### src/sv/slfr_pkg.sv
// slfr_pkg: shared types and constants of the sync/length frame receiver
// no dependencies; used by every module of the block by scoped names

package slfr_pkg;

   // sync bytes that open a frame
   localparam logic [7:0] SYNC_FIRST  = 8'hAA;
   localparam logic [7:0] SYNC_SECOND = 8'hBB;

   // configuration register indexes
   localparam logic [2:0] CSR_SAY_HI_CODE   = 3'd0;
   localparam logic [2:0] CSR_TURN_CODE     = 3'd1;
   localparam logic [2:0] CSR_RUN_CODE      = 3'd2;
   localparam logic [2:0] CSR_BODY_LIMIT    = 3'd3;
   localparam logic [2:0] CSR_TIMEOUT_LIMIT = 3'd4;

   // configuration reset values
   localparam logic [7:0] RST_SAY_HI_CODE   = 8'd1;
   localparam logic [7:0] RST_TURN_CODE     = 8'd2;
   localparam logic [7:0] RST_RUN_CODE      = 8'd3;
   localparam logic [7:0] RST_BODY_LIMIT    = 8'd64;
   localparam logic [7:0] RST_TIMEOUT_LIMIT = 8'd10;

   // framer phases
   typedef enum logic [2:0] {
      PH_HUNT0,
      PH_HUNT1,
      PH_LENGTH,
      PH_BODY,
      PH_CRC
   } phase_type;

   // decoded command kinds
   typedef enum logic [1:0] {
      KIND_SAY_HI  = 2'd0,
      KIND_TURN    = 2'd1,
      KIND_RUN     = 2'd2,
      KIND_UNKNOWN = 2'd3
   } kind_type;

   // configuration register file contents
   typedef struct packed {
      logic [7:0] say_hi_code;
      logic [7:0] turn_code;
      logic [7:0] run_code;
      logic [7:0] body_limit;
      logic [7:0] timeout_limit;
   } cfg_type;

   // completed frame handed from framer to decoder
   typedef struct packed {
      logic [7:0] command;
      logic [7:0] argument;
   } frame_type;

   // queue status seen by both sides
   typedef struct packed {
      logic full;
      logic empty;
   } queue_status_type;

endpackage

### src/sv/slfr_front.sv
// slfr_front: framer state machine; hunts sync bytes, reads length, body and crc
// depends on slfr_pkg; pushes completed frames into slfr_queue

module slfr_front (
   input  logic                        clock,
   input  logic                        reset,
   input  slfr_pkg::cfg_type           cfg,
   input  logic                        req_valid,
   output logic                        req_ready,
   input  logic                        req_mode,
   input  logic [7:0]                  req_rx_byte,
   input  slfr_pkg::queue_status_type  queue_status,
   output logic                        push,
   output slfr_pkg::frame_type         push_frame
);

   slfr_pkg::phase_type phase_ff, phase_in;
   logic [7:0] body_length_ff, body_length_in;
   logic [7:0] bytes_received_ff, bytes_received_in;
   logic [7:0] tick_count_ff, tick_count_in;
   logic [7:0] command_store_ff, command_store_in;
   logic [7:0] argument_store_ff, argument_store_in;
   logic       accept;
   logic       is_byte;
   logic       is_tick;
   logic [7:0] tick_count_inc;
   logic [7:0] bytes_received_inc;

   // stall only when the queue cannot take a frame
   assign req_ready = !queue_status.full;
   assign accept    = req_valid && req_ready;
   assign is_byte   = accept && !req_mode;
   assign is_tick   = accept && req_mode;

   assign tick_count_inc     = tick_count_ff + 8'd1;
   assign bytes_received_inc = bytes_received_ff + 8'd1;

   // next phase
   always_comb begin
      phase_in = phase_ff;
      if (is_tick) begin
         if (phase_ff == slfr_pkg::PH_BODY && tick_count_inc > cfg.timeout_limit) begin
            phase_in = slfr_pkg::PH_HUNT0;
         end
      end else if (is_byte) begin
         case (phase_ff)
            slfr_pkg::PH_HUNT0: begin
               if (req_rx_byte == slfr_pkg::SYNC_FIRST) begin
                  phase_in = slfr_pkg::PH_HUNT1;
               end
            end
            slfr_pkg::PH_HUNT1: begin
               phase_in = (req_rx_byte == slfr_pkg::SYNC_SECOND) ? slfr_pkg::PH_LENGTH
                                                                  : slfr_pkg::PH_HUNT0;
            end
            slfr_pkg::PH_LENGTH: begin
               if (req_rx_byte >= cfg.body_limit) begin
                  phase_in = slfr_pkg::PH_HUNT0;
               end else if (req_rx_byte == 8'd0) begin
                  phase_in = slfr_pkg::PH_CRC;
               end else begin
                  phase_in = slfr_pkg::PH_BODY;
               end
            end
            slfr_pkg::PH_BODY: begin
               if (bytes_received_inc >= body_length_ff) begin
                  phase_in = slfr_pkg::PH_CRC;
               end
            end
            slfr_pkg::PH_CRC: begin
               phase_in = slfr_pkg::PH_HUNT0;
            end
            default: begin
               phase_in = slfr_pkg::PH_HUNT0;
            end
         endcase
      end
   end

   // counters, stores and frame push
   always_comb begin
      body_length_in    = body_length_ff;
      bytes_received_in = bytes_received_ff;
      tick_count_in     = tick_count_ff;
      command_store_in  = command_store_ff;
      argument_store_in = argument_store_ff;
      push              = 1'b0;
      if (is_tick) begin
         if (phase_ff == slfr_pkg::PH_BODY) begin
            tick_count_in = tick_count_inc;
         end
      end else if (is_byte) begin
         case (phase_ff)
            slfr_pkg::PH_LENGTH: begin
               if (req_rx_byte < cfg.body_limit) begin
                  body_length_in    = req_rx_byte;
                  bytes_received_in = 8'd0;
                  tick_count_in     = 8'd0;
               end
            end
            slfr_pkg::PH_BODY: begin
               if (bytes_received_ff == 8'd0) begin
                  command_store_in = req_rx_byte;
               end else if (bytes_received_ff == 8'd1) begin
                  argument_store_in = req_rx_byte;
               end
               bytes_received_in = bytes_received_inc;
            end
            slfr_pkg::PH_CRC: begin
               push = 1'b1;
            end
            default: begin
            end
         endcase
      end
   end

   assign push_frame.command  = command_store_ff;
   assign push_frame.argument = argument_store_ff;

   // state registers
   always_ff @(posedge clock) begin
      if (reset) begin
         phase_ff          <= slfr_pkg::PH_HUNT0;
         body_length_ff    <= 8'd0;
         bytes_received_ff <= 8'd0;
         tick_count_ff     <= 8'd0;
         command_store_ff  <= 8'd0;
         argument_store_ff <= 8'd0;
      end else begin
         phase_ff          <= phase_in;
         body_length_ff    <= body_length_in;
         bytes_received_ff <= bytes_received_in;
         tick_count_ff     <= tick_count_in;
         command_store_ff  <= command_store_in;
         argument_store_ff <= argument_store_in;
      end
   end

endmodule

### src/sv/slfr_queue.sv
// slfr_queue: short frame queue between framer and decoder
// depends on slfr_pkg for the frame and status types

module slfr_queue #(
   parameter int Depth = 2
) (
   input  logic                        clock,
   input  logic                        reset,
   input  logic                        push,
   input  slfr_pkg::frame_type         push_frame,
   input  logic                        pop,
   output slfr_pkg::frame_type         pop_frame,
   output slfr_pkg::queue_status_type  status
);

   localparam int PtrW = $clog2(Depth);
   localparam int CntW = $clog2(Depth + 1);
   localparam logic [PtrW-1:0] LastPtr  = PtrW'(Depth - 1);
   localparam logic [CntW-1:0] DepthCnt = CntW'(Depth);

   slfr_pkg::frame_type mem_ff [Depth];
   logic [PtrW-1:0] wr_ptr_ff, wr_ptr_in;
   logic [PtrW-1:0] rd_ptr_ff, rd_ptr_in;
   logic [CntW-1:0] count_ff, count_in;

   assign status.full  = (count_ff == DepthCnt);
   assign status.empty = (count_ff == '0);
   assign pop_frame    = mem_ff[rd_ptr_ff];

   // pointer and fill count update
   always_comb begin
      wr_ptr_in = wr_ptr_ff;
      rd_ptr_in = rd_ptr_ff;
      count_in  = count_ff;
      if (push) begin
         wr_ptr_in = (wr_ptr_ff == LastPtr) ? '0 : wr_ptr_ff + PtrW'(1);
      end
      if (pop) begin
         rd_ptr_in = (rd_ptr_ff == LastPtr) ? '0 : rd_ptr_ff + PtrW'(1);
      end
      if (push && !pop) begin
         count_in = count_ff + CntW'(1);
      end else if (pop && !push) begin
         count_in = count_ff - CntW'(1);
      end
   end

   always_ff @(posedge clock) begin
      if (reset) begin
         wr_ptr_ff <= '0;
         rd_ptr_ff <= '0;
         count_ff  <= '0;
      end else begin
         wr_ptr_ff <= wr_ptr_in;
         rd_ptr_ff <= rd_ptr_in;
         count_ff  <= count_in;
      end
   end

   // entry storage
   always_ff @(posedge clock) begin
      if (push) begin
         mem_ff[wr_ptr_ff] <= push_frame;
      end
   end

`ifndef SYNTHESIS
   a_no_push_when_full: assert property (@(posedge clock) disable iff (reset)
      push |-> !status.full)
      else $error("frame pushed into full queue");

   a_no_pop_when_empty: assert property (@(posedge clock) disable iff (reset)
      pop |-> !status.empty)
      else $error("frame popped from empty queue");

   a_count_tracks: assert property (@(posedge clock) disable iff (reset)
      (push && !pop) |=> count_ff == $past(count_ff) + CntW'(1))
      else $error("queue fill count lost a push");
`endif

endmodule

### src/sv/slfr_back.sv
// slfr_back: command decoder and result output register
// depends on slfr_pkg; pops frames from slfr_queue

module slfr_back (
   input  logic                        clock,
   input  logic                        reset,
   input  slfr_pkg::cfg_type           cfg,
   input  slfr_pkg::queue_status_type  queue_status,
   input  slfr_pkg::frame_type         pop_frame,
   output logic                        pop,
   output logic                        rsp_valid,
   input  logic                        rsp_ready,
   output logic [7:0]                  rsp_command,
   output logic [1:0]                  rsp_kind,
   output logic signed [8:0]           rsp_argument
);

   logic                     rsp_valid_ff, rsp_valid_in;
   logic [7:0]               command_ff;
   slfr_pkg::kind_type       kind_ff, kind_in;
   logic signed [8:0]        argument_ff, argument_in;

   // load the output register when empty or being drained
   assign pop = !queue_status.empty && (!rsp_valid_ff || rsp_ready);

   always_comb begin
      rsp_valid_in = rsp_valid_ff;
      if (pop) begin
         rsp_valid_in = 1'b1;
      end else if (rsp_ready) begin
         rsp_valid_in = 1'b0;
      end
   end

   // decode with say-hi taking priority over turn, then run
   always_comb begin
      if (pop_frame.command == cfg.say_hi_code) begin
         kind_in     = slfr_pkg::KIND_SAY_HI;
         argument_in = {1'b0, pop_frame.argument};
      end else if (pop_frame.command == cfg.turn_code) begin
         kind_in     = slfr_pkg::KIND_TURN;
         argument_in = {pop_frame.argument[7], pop_frame.argument};
      end else if (pop_frame.command == cfg.run_code) begin
         kind_in     = slfr_pkg::KIND_RUN;
         argument_in = {1'b0, pop_frame.argument};
      end else begin
         kind_in     = slfr_pkg::KIND_UNKNOWN;
         argument_in = '0;
      end
   end

   always_ff @(posedge clock) begin
      if (reset) begin
         rsp_valid_ff <= 1'b0;
      end else begin
         rsp_valid_ff <= rsp_valid_in;
      end
   end

   // result payload
   always_ff @(posedge clock) begin
      if (pop) begin
         command_ff  <= pop_frame.command;
         kind_ff     <= kind_in;
         argument_ff <= argument_in;
      end
   end

   assign rsp_valid    = rsp_valid_ff;
   assign rsp_command  = command_ff;
   assign rsp_kind     = kind_ff;
   assign rsp_argument = argument_ff;

`ifndef SYNTHESIS
   a_unknown_zero_arg: assert property (@(posedge clock) disable iff (reset)
      (rsp_valid_ff && kind_ff == slfr_pkg::KIND_UNKNOWN) |-> argument_ff == '0)
      else $error("unknown command carries nonzero argument");

   a_unsigned_arg: assert property (@(posedge clock) disable iff (reset)
      (rsp_valid_ff && (kind_ff == slfr_pkg::KIND_SAY_HI || kind_ff == slfr_pkg::KIND_RUN))
      |-> !argument_ff[8])
      else $error("unsigned argument has sign bit set");
`endif

endmodule

### src/sv/sync_length_frame_receiver.sv
// sync_length_frame_receiver: top level with configuration registers
// depends on slfr_pkg, slfr_front, slfr_queue and slfr_back
//
//   channel   direction  handshake             payload
//   req_      in         req_valid/req_ready   req_mode, req_rx_byte
//   rsp_      out        rsp_valid/rsp_ready   rsp_command, rsp_kind, rsp_argument
//   csr_      in         csr_valid/csr_ready   csr_index, csr_data
//
// one transaction per cycle on the request side while req_ready is high; the
// framer state machine acts only on accepted bytes or ticks
// after the crc byte is taken the frame is written into the queue and then
// popped into the decoder output register, which drives rsp_valid
// req_ready drops only while the frame queue is full; csr_ready is always high
// synchronous reset returns the framer to the sync hunt and the configuration
// registers to their reset values

module sync_length_frame_receiver #(
   parameter int QueueDepth = 2
) (
   input  logic              clock,
   input  logic              reset,
   input  logic              req_valid,
   output logic              req_ready,
   input  logic              req_mode,
   input  logic [7:0]        req_rx_byte,
   output logic              rsp_valid,
   input  logic              rsp_ready,
   output logic [7:0]        rsp_command,
   output logic [1:0]        rsp_kind,
   output logic signed [8:0] rsp_argument,
   input  logic              csr_valid,
   output logic              csr_ready,
   input  logic [2:0]        csr_index,
   input  logic [7:0]        csr_data
);

   slfr_pkg::cfg_type          cfg_ff, cfg_in;
   slfr_pkg::queue_status_type queue_status;
   slfr_pkg::frame_type        push_frame;
   slfr_pkg::frame_type        pop_frame;
   logic                       push;
   logic                       pop;

   assign csr_ready = 1'b1;

   // configuration register writes
   always_comb begin
      cfg_in = cfg_ff;
      if (csr_valid) begin
         case (csr_index)
            slfr_pkg::CSR_SAY_HI_CODE:   cfg_in.say_hi_code   = csr_data;
            slfr_pkg::CSR_TURN_CODE:     cfg_in.turn_code     = csr_data;
            slfr_pkg::CSR_RUN_CODE:      cfg_in.run_code      = csr_data;
            slfr_pkg::CSR_BODY_LIMIT:    cfg_in.body_limit    = csr_data;
            slfr_pkg::CSR_TIMEOUT_LIMIT: cfg_in.timeout_limit = csr_data;
            default: begin
            end
         endcase
      end
   end

   always_ff @(posedge clock) begin
      if (reset) begin
         cfg_ff.say_hi_code   <= slfr_pkg::RST_SAY_HI_CODE;
         cfg_ff.turn_code     <= slfr_pkg::RST_TURN_CODE;
         cfg_ff.run_code      <= slfr_pkg::RST_RUN_CODE;
         cfg_ff.body_limit    <= slfr_pkg::RST_BODY_LIMIT;
         cfg_ff.timeout_limit <= slfr_pkg::RST_TIMEOUT_LIMIT;
      end else begin
         cfg_ff <= cfg_in;
      end
   end

   // framer
   slfr_front u_front (
      .clock        (clock),
      .reset        (reset),
      .cfg          (cfg_ff),
      .req_valid    (req_valid),
      .req_ready    (req_ready),
      .req_mode     (req_mode),
      .req_rx_byte  (req_rx_byte),
      .queue_status (queue_status),
      .push         (push),
      .push_frame   (push_frame)
   );

   // frame queue
   slfr_queue #(
      .Depth (QueueDepth)
   ) u_queue (
      .clock      (clock),
      .reset      (reset),
      .push       (push),
      .push_frame (push_frame),
      .pop        (pop),
      .pop_frame  (pop_frame),
      .status     (queue_status)
   );

   // decoder and output register
   slfr_back u_back (
      .clock        (clock),
      .reset        (reset),
      .cfg          (cfg_ff),
      .queue_status (queue_status),
      .pop_frame    (pop_frame),
      .pop          (pop),
      .rsp_valid    (rsp_valid),
      .rsp_ready    (rsp_ready),
      .rsp_command  (rsp_command),
      .rsp_kind     (rsp_kind),
      .rsp_argument (rsp_argument)
   );

endmodule
### config.mk
export PLATFORM = sky130hd
export DESIGN_NAME = sync_length_frame_receiver
export DESIGN_NICKNAME = d
export VERILOG_FILES = /design/src/sv/slfr_pkg.sv /design/src/sv/slfr_front.sv /design/src/sv/slfr_queue.sv /design/src/sv/slfr_back.sv /design/src/sv/sync_length_frame_receiver.sv
export SDC_FILE = /design/constraint.sdc
export NUM_CORES = 1
export LEC_CHECK = 0
export BUFFER_PORTS_ARGS = -buffer_cell sky130_fd_sc_hd__buf_2
export CAP_MARGIN = 20
export CORE_MARGIN = 5
export CORE_UTILIZATION = 60
export DETAILED_ROUTE_END_ITERATION = 7
export GPL_ROUTABILITY_DRIVEN = 0
export PLACE_DENSITY = 0.79
export REMOVE_ABC_BUFFERS = 1
export SLEW_MARGIN = 25
export SYNTH_ARGS = -nofsm -noshare
export SYNTH_HDL_FRONTEND = slang
export SYNTH_SLANG_ARGS = --single-unit
export TNS_END_PERCENT = 30
### constraint.sdc
create_clock -name clock -period 3.9 [get_ports clock]
set_clock_uncertainty 0.1 [all_clocks]
set_input_delay 0.39 -clock clock [delete_from_list [all_inputs] [get_ports clock]]
set_output_delay 0.39 -clock clock [all_outputs]
set_load 0.05 [all_outputs]
==> results of run 1 <==
power breakdown:
part	switching, mW	internal [mW]
registers	0.0417	1.64
logic	0.563	0.160
clock network	0.648	1.05
total	1.25	2.85
sequential cells by signal, summed over array words and instances, names as in the netlist, 8 cells and up, named ones only:
signal,count
u_back.rsp_command,8
u_front.body_length_ff,8
u_back.rsp_argument,9
u_front.command_store_ff,8
u_front.tick_count_ff,8
cfg_ff,40
u_front.argument_store_ff,8
u_queue.mem_ff,32
u_front.bytes_received_ff,8
stage by stage:
stage | hold WS, ps | instance area [sq um]
finish | 58.4 | 7510
global route | 62.2 | 7510
CTS | 39.4 | 7510
detailed placement | 340 | 6890
global placement | 331 | 6890
floorplan | 325 | 6460
metal layers:
metal,global-route usage [%],vias up,wire [um]
met5,0,-,0
met1,26.5,2356,5840
met4,10.8,0,340
met2,42.1,148,7730
met3,5.53,35,774
li1,-,2379,-
worst paths after layout:
path | startpoint | endpoint | slack, ps | depth (start not counted)
setup / recovery | u_front.bytes_received_ff[0] | u_front.phase_ff[2] | 730 | 11
hold / removal | rsp_ready | u_back.rsp_valid | 60 | 3
setup reg to reg | u_front.bytes_received_ff[0] | u_front.phase_ff[2] | 730 | 11
hold reg to reg | u_front.argument_store_ff[6] | u_queue.mem_ff[1][6] | 350 | 0
cell usage in the layout (no fill, tap or decap), types with 3 or more instances in the layout:
cell type and count:
a211oi_1 3, a21o_1 3, a21oi_1 64, and2_1 3, and3_1 8, and3b_1 3, buf_2 45, buf_4 4
bufinv_16 4, clkbuf_16 16, clkinv_4 3, dfxtp_1 89, edfxtp_1 51, ha_1 29, inv_1 42, inv_6 5
mux2i_1 35, mux2i_4 6, nand2_1 86, nand2b_1 4, nand3_1 16, nand3b_1 4, nand4_1 6, nor2_1 58
nor2_2 7, nor2b_1 6, nor3_1 4, nor4_1 5, nor4_2 4, o211ai_1 5, o21ai_0 3, o21ai_1 12
o22ai_1 3, o32ai_1 3, or3_1 5, xnor2_1 23, xor2_1 16
cells by family after synthesis:
kind of cell | after synthesis | synth area share [%]
mux | 43 | 7.79
xor+xnor | 39 | 5.19
fa+ha+maj | 29 | 5.51
flops | 140 | 50.3
buf+inv | 68 | 4.45
compound gates | 108 | 9.54
simple gates | 230 | 17.2
other cells | 1 | 0.0569
cell type report:
type                       instances  area share (%)
clock inverter                    15            2.80
clock buffer                      17            5.51
sequential                       140            44.1
tap                              140            2.33
multi-input combinational        450            39.7
inverter                          44            2.20
timing repair buffer              49            3.40
worst max-delay path, cell delays in order (launching register included):
cell,delay (ps)
dfxtp_1,440
inv_2,60
nor3_1,510
and3_1,270
and3_1,170
xnor2_1,140
inv_1,70
ha_1,290
nand2_1,60
o311a_1,360
o31a_1,340
a31o_1,240
==> summary.md, run 1 <==
• 115 um — chip width
• false — setup repair after global routing missed its margin
• 115 um — vertical extent of the die
• 770 ps — worst-case setup slack after placement
• 5 — First-pass DRT Iterations
• 15.2% — proportion of layout cells with a drive suffix above 1
• 658 — count of mapped cells out of synthesis
• 0 — Post-route DRC
• 50.3% — fraction of the yosys area taken by sequential cells
• 17.2 um — average detailed-routed wire length per instance
• dfxtp_1 — flip-flop cell with the highest count after synthesis
• 4.11 mW — total power of the final layout
• 38 — Row Count
• 756 — net count reported at finish
• 0 — number of endpoints with negative hold slack in the final report
• 24300 um — global-route wire length before repair
• 316 MHz — achievable frequency
• 0 ps — summed negative setup slack over all endpoints
• 2980 sq um — multi-input combinational cell area
• flop to flop — classification of the worst setup path
• 823 — Placed Instances
• 4210 ps — data required time of the critical path
• 3170 ps — shortest period the worst path allows
• finished, final reports clean — status
• input port to flop — Hold WC Path Type
• 41.0% — slew margin rel.
• 420 — number of design-rule violations left by the first detailed-router iteration
• 6590 sq um — netlist area before placement
• 51 — number of enable-type register cells in the synthesized netlist
• 881 ps — actual transition at the worst max-transition pin
• 23.5% — global router's overall resource usage
• 0 — initial antenna violation count
• 0 — total setup violations reported at the end of the flow
• 5080 — number of global-route vias before repair
• 0 — cts repair resizes
• 81.2% — period utilization
• 350 uV — Worst VDD drop
• 5.75 — vias per std cell
• 17 — number of buffers inserted during clock tree synthesis
• flop — nature of the critical path startpoint
• 51 — maximum number of pins on one net before global-route repair
• 45 — I/O Buffers
• 60 ps — clock-pin slew on the worst setup and hold paths
• 61 — count of different cell masters after synthesis
• dfxtp_1 — Yosys top cell by area
• 6 — largest fanout on the critical path
• 3.09 nW — leakage power
• 0 — number of warnings printed during yosys synthesis
• 0 — Final Max Tran Viols
• 2 — clock tree buffer depth
• 4918 — total number of vias
• 0 — count of antenna-violating nets left after detailed routing
• 755 — fill cell instance count of the final layout
• 0 — post-CTS setup buffer count
• clkbuf_8 — Clock Tree Root
• dfxtp_1 27%, edfxtp_1 23%, ha_1 5.5% — most area-consuming cells after synthesis
• 14700 um — WL final
• 3480 ps — critical path data arrival time
• 4 — maximum level of the CTS H-tree
• 520 ps — Worst-Skew Late Latency
• dfxtp_1 — most used standard cell by instance count after synthesis
• 10800 sq um — core box area
• flop — CP Capture Type
• 47 — I/O pin cnt
• 89 x dfxtp_1, 86 x nand2_1, 64 x a21oi_1 — leading cell types by count after synthesis
• 140 — clk sinks
• 140 — register bit count reported by yosys
• 547 nW/um^2 — Power per Cell Area
• 734 ps — crit path setup slack, layout
• 0 — number of buffers added to fix hold violations after cts
• 855 — post-route insts no fill
• 10.0 sq um — average cell area after synthesis
• 69.6% — final core occ
• 13200 sq um — floorplan die area
• 14.1% — Synth-to-Final Area Change
• 61.0% — initial standard-cell utilization of the core
• built — CTS tree
• 3310 sq um — Sequential Area
• 27.1% — area share of the largest cell type after synthesis
• 0 — maximum capacitance violations
• 0 — Antenna Cells
• 0% — Post-synth ARST share
• 0 — overflow left after global routing
• 10100 um — dpl hpwl
Power figures use the tool's default switching activity.
==> run 2: changes to the inputs <==
- clock period: 3.9 -> 3.17 ns (I/O delays scaled with it)
==> run 2 against run 1 <==
Compared with the run above:
- cell area up 0.50%
- sequential cell count is the same
- final cell count up 1.2%
- sequential share of layout area fell by 0.22 points
- fmax grew 12%
- non-clock buffer count is 10 higher
- routed wire length is 0.60% lower
- clock power increased by 11%
- utilization grew 0.35 points
- clock-buffer cell count is 2 higher
- setup slack worse by 380 ps
==> summary.md, run 2 (synthesis results as in run 1) <==
• finished, final reports clean — status
• dfxtp_1 — slowest CP cell
• false — setup repair after global routing missed its margin
• flop to flop — classification of the worst setup path
• 50 — maximum number of pins on one net before global-route repair
• 6 — largest fanout on the critical path
• 10800 sq um — core box area
• 24000 um — global-route wire length before repair
• 140 — clk sinks
• 38.5% — slew margin rel.
• 766 — net count reported at finish
• 3.37 mW — internal power
• flop — CP Capture Type
• 648 nW/um^2 — Power per Cell Area
• 0 — overflow left after global routing
• 2 — clock tree buffer depth
• 14600 um — WL final
• u_front.phase_ff[2] — capturing point of the worst reg2reg path
• 6 — First-pass DRT Iterations
• 89 x dfxtp_1, 86 x nand2_1, 64 x a21oi_1 — commonest cells after routing, fill and taps aside
• flop — nature of the critical path startpoint
• built — CTS tree
• 355 MHz — achievable frequency
• 4.90 mW — total power of the final layout
• 0 — initial antenna violation count
• 0 — maximum capacitance violations
• inv_2 -> nor3_1 -> and3_1 -> and3_1 -> xnor2_1 -> inv_1 -> ha_1 -> nand2_1 -> o311a_1 -> o31a_1 -> a31o_1 — Critical Path, Cell by Cell
• 3490 ps — data required time of the critical path
• 40 — max FFs per register
• dfxtp_1 — most frequent standard cell in the layout excluding fill and tap cells
• 61.0% — initial standard-cell utilization of the core
• 9820 um — dpl hpwl
• 0 — Final Max Tran Viols
• 42.4% — sequential cell fraction of total power
• 3310 sq um — Sequential Area
• 0 — count of antenna-violating nets left after detailed routing
• 429 uV — Worst VDD drop
• 5030 — number of global-route vias before repair
• 23.2% — global router's overall resource usage
• 768 — fill cell instance count of the final layout
• 17 — number of buffers inserted during clock tree synthesis
• 13200 sq um — floorplan die area
• 2980 sq um — multi-input combinational cell area
• 38 — Row Count
• input port to flop — Hold WC Path Type
• 440 ps — Largest stage delay, worst path
• 60 ps — clock-pin slew on the worst setup and hold paths
• 0 — Post-route DRC
• 3140 ps — critical path data arrival time
• req_rx_byte[0] — Min-Delay Startpoint
• 3.09 nW — leakage power
• 0 — number of endpoints with negative hold slack in the final report
• 530 ps — Worst-Skew Late Latency
• 865 — post-route insts no fill
• 14.6% — Synth-to-Final Area Change
• and3_1 — Top cell by count, worst path
• 1.53 mW — total net switching power
• 38.5% — power share of the clock group
• 4915 — total number of vias
• u_front.bytes_received_ff[0] — worst reg2reg startpoint
• 11 — Worst R2R Path Depth
• u_front.argument_store_ff[0] — hold-critical path endpoint
• 0 ps — summed negative setup slack over all endpoints
• 4 — maximum level of the CTS H-tree
• 47 — I/O pin cnt
• 2820 ps — shortest period the worst path allows
• 0 — cts repair resizes
• 19.1% — combinational share of power
• cfg_ff — register with the most flip-flops
• 5.68 — vias per std cell
• 350 ps — setup slack of the most critical reg-to-reg path
• 0 — Antenna Cells
• 115 um — chip width
• 14.9% — proportion of layout cells with a drive suffix above 1
• 294 — number of design-rule violations left by the first detailed-router iteration
• 824 — Placed Instances
• 3 — hold-critical path depth
• 89.0% — period utilization
• 16.9 um — average detailed-routed wire length per instance
• 0 — total setup violations reported at the end of the flow
• 31.2% — switching share of power
• 45 — I/O Buffers
• 918 ps — actual transition at the worst max-transition pin
• 115 um — vertical extent of the die
• clkbuf_8 — Clock Tree Root
-- run 2: changes by cell type in the layout (fill, tap and decap cells not counted), sizes merged --
cell         previous run  this run
clkinv                  4         3
inv                    49        47
buf                    49        50
dlygate4sd3             0         9
clkbuf                 17        19
clkinvlp                2         5
bufinv                  4         2
-- run 2: timing repair --
action                    CTS  global route
hold endpoints to repair   24             0
hold buffers                9             0
setup buffers               0             0
-- run 2: worst max path at each step --
| stage | from | endpoint | slack (ps) | cells past startpoint |
|---|---|---|---|---|
| after global placement | u_front.bytes_received_ff[0] | u_front.phase_ff[2] | 450 | 11 |
| after floorplan | u_queue.count_ff[0] | u_queue.mem_ff[0][0] | 150 | 4 |
| final | u_front.bytes_received_ff[0] | u_front.phase_ff[2] | 350 | 11 |
| after global routing | u_front.bytes_received_ff[0] | u_front.phase_ff[2] | 130 | 11 |
| after detailed placement | u_front.bytes_received_ff[0] | u_front.phase_ff[2] | 350 | 11 |
| after CTS | u_front.bytes_received_ff[0] | u_front.phase_ff[2] | 350 | 11 |
-- run 2: layout make-up --
| type | count | area share (%) |
|---|---|---|
| clock buffers | 19 | 5.59 |
| clock inverters | 13 | 1.89 |
| inverters | 44 | 2.19 |
| multi-input cells | 450 | 39.5 |
| flip-flops and latches | 140 | 43.9 |
| well taps | 140 | 2.32 |
| repair buffers | 59 | 4.67 |
-- run 2: through the flow --
step	area (sq um)	setup slack (ps)	hold slack, ps	util (%)
floorplan	6460	147	286	-
global placement	6900	448	330	63.9
detailed placement	6900	353	344	63.9
CTS	7550	345	35.7	70.0
global route	7550	127	78.6	70.0
finish	7550	349	42.0	70.0
-- run 2: power by group through the flow --
stage                     sequential [mW]  clock [mW]  combinational [mW]
after global placement               2.11           0               0.903
after floorplan                      2.55           0               0.249
after detailed placement             2.11           0               0.923
final                                2.08        1.89               0.934
after global routing                 2.09        1.99               0.981
after CTS                            2.08        1.90               0.937
-- run 2: per-layer routing --
metal	up-vias	part of all wire, %	GRT usage (%)
li1	2401	-	-
met1	2326	40	26.0
met2	145	53	43.2
met3	43	5.0	4.26
met4	0	2.7	9.23
met5	-	0	0
-- run 2: critical path: cells and delay by family (launching register included) --
kind	cells	cell delay, ps
AOI/OAI and AO/OA	3	930
and+or+nand+nor	4	700
DFF	1	440
adders and majority gates	1	300
xor gates and xnor gates	1	140
buffers and inverters	2	120
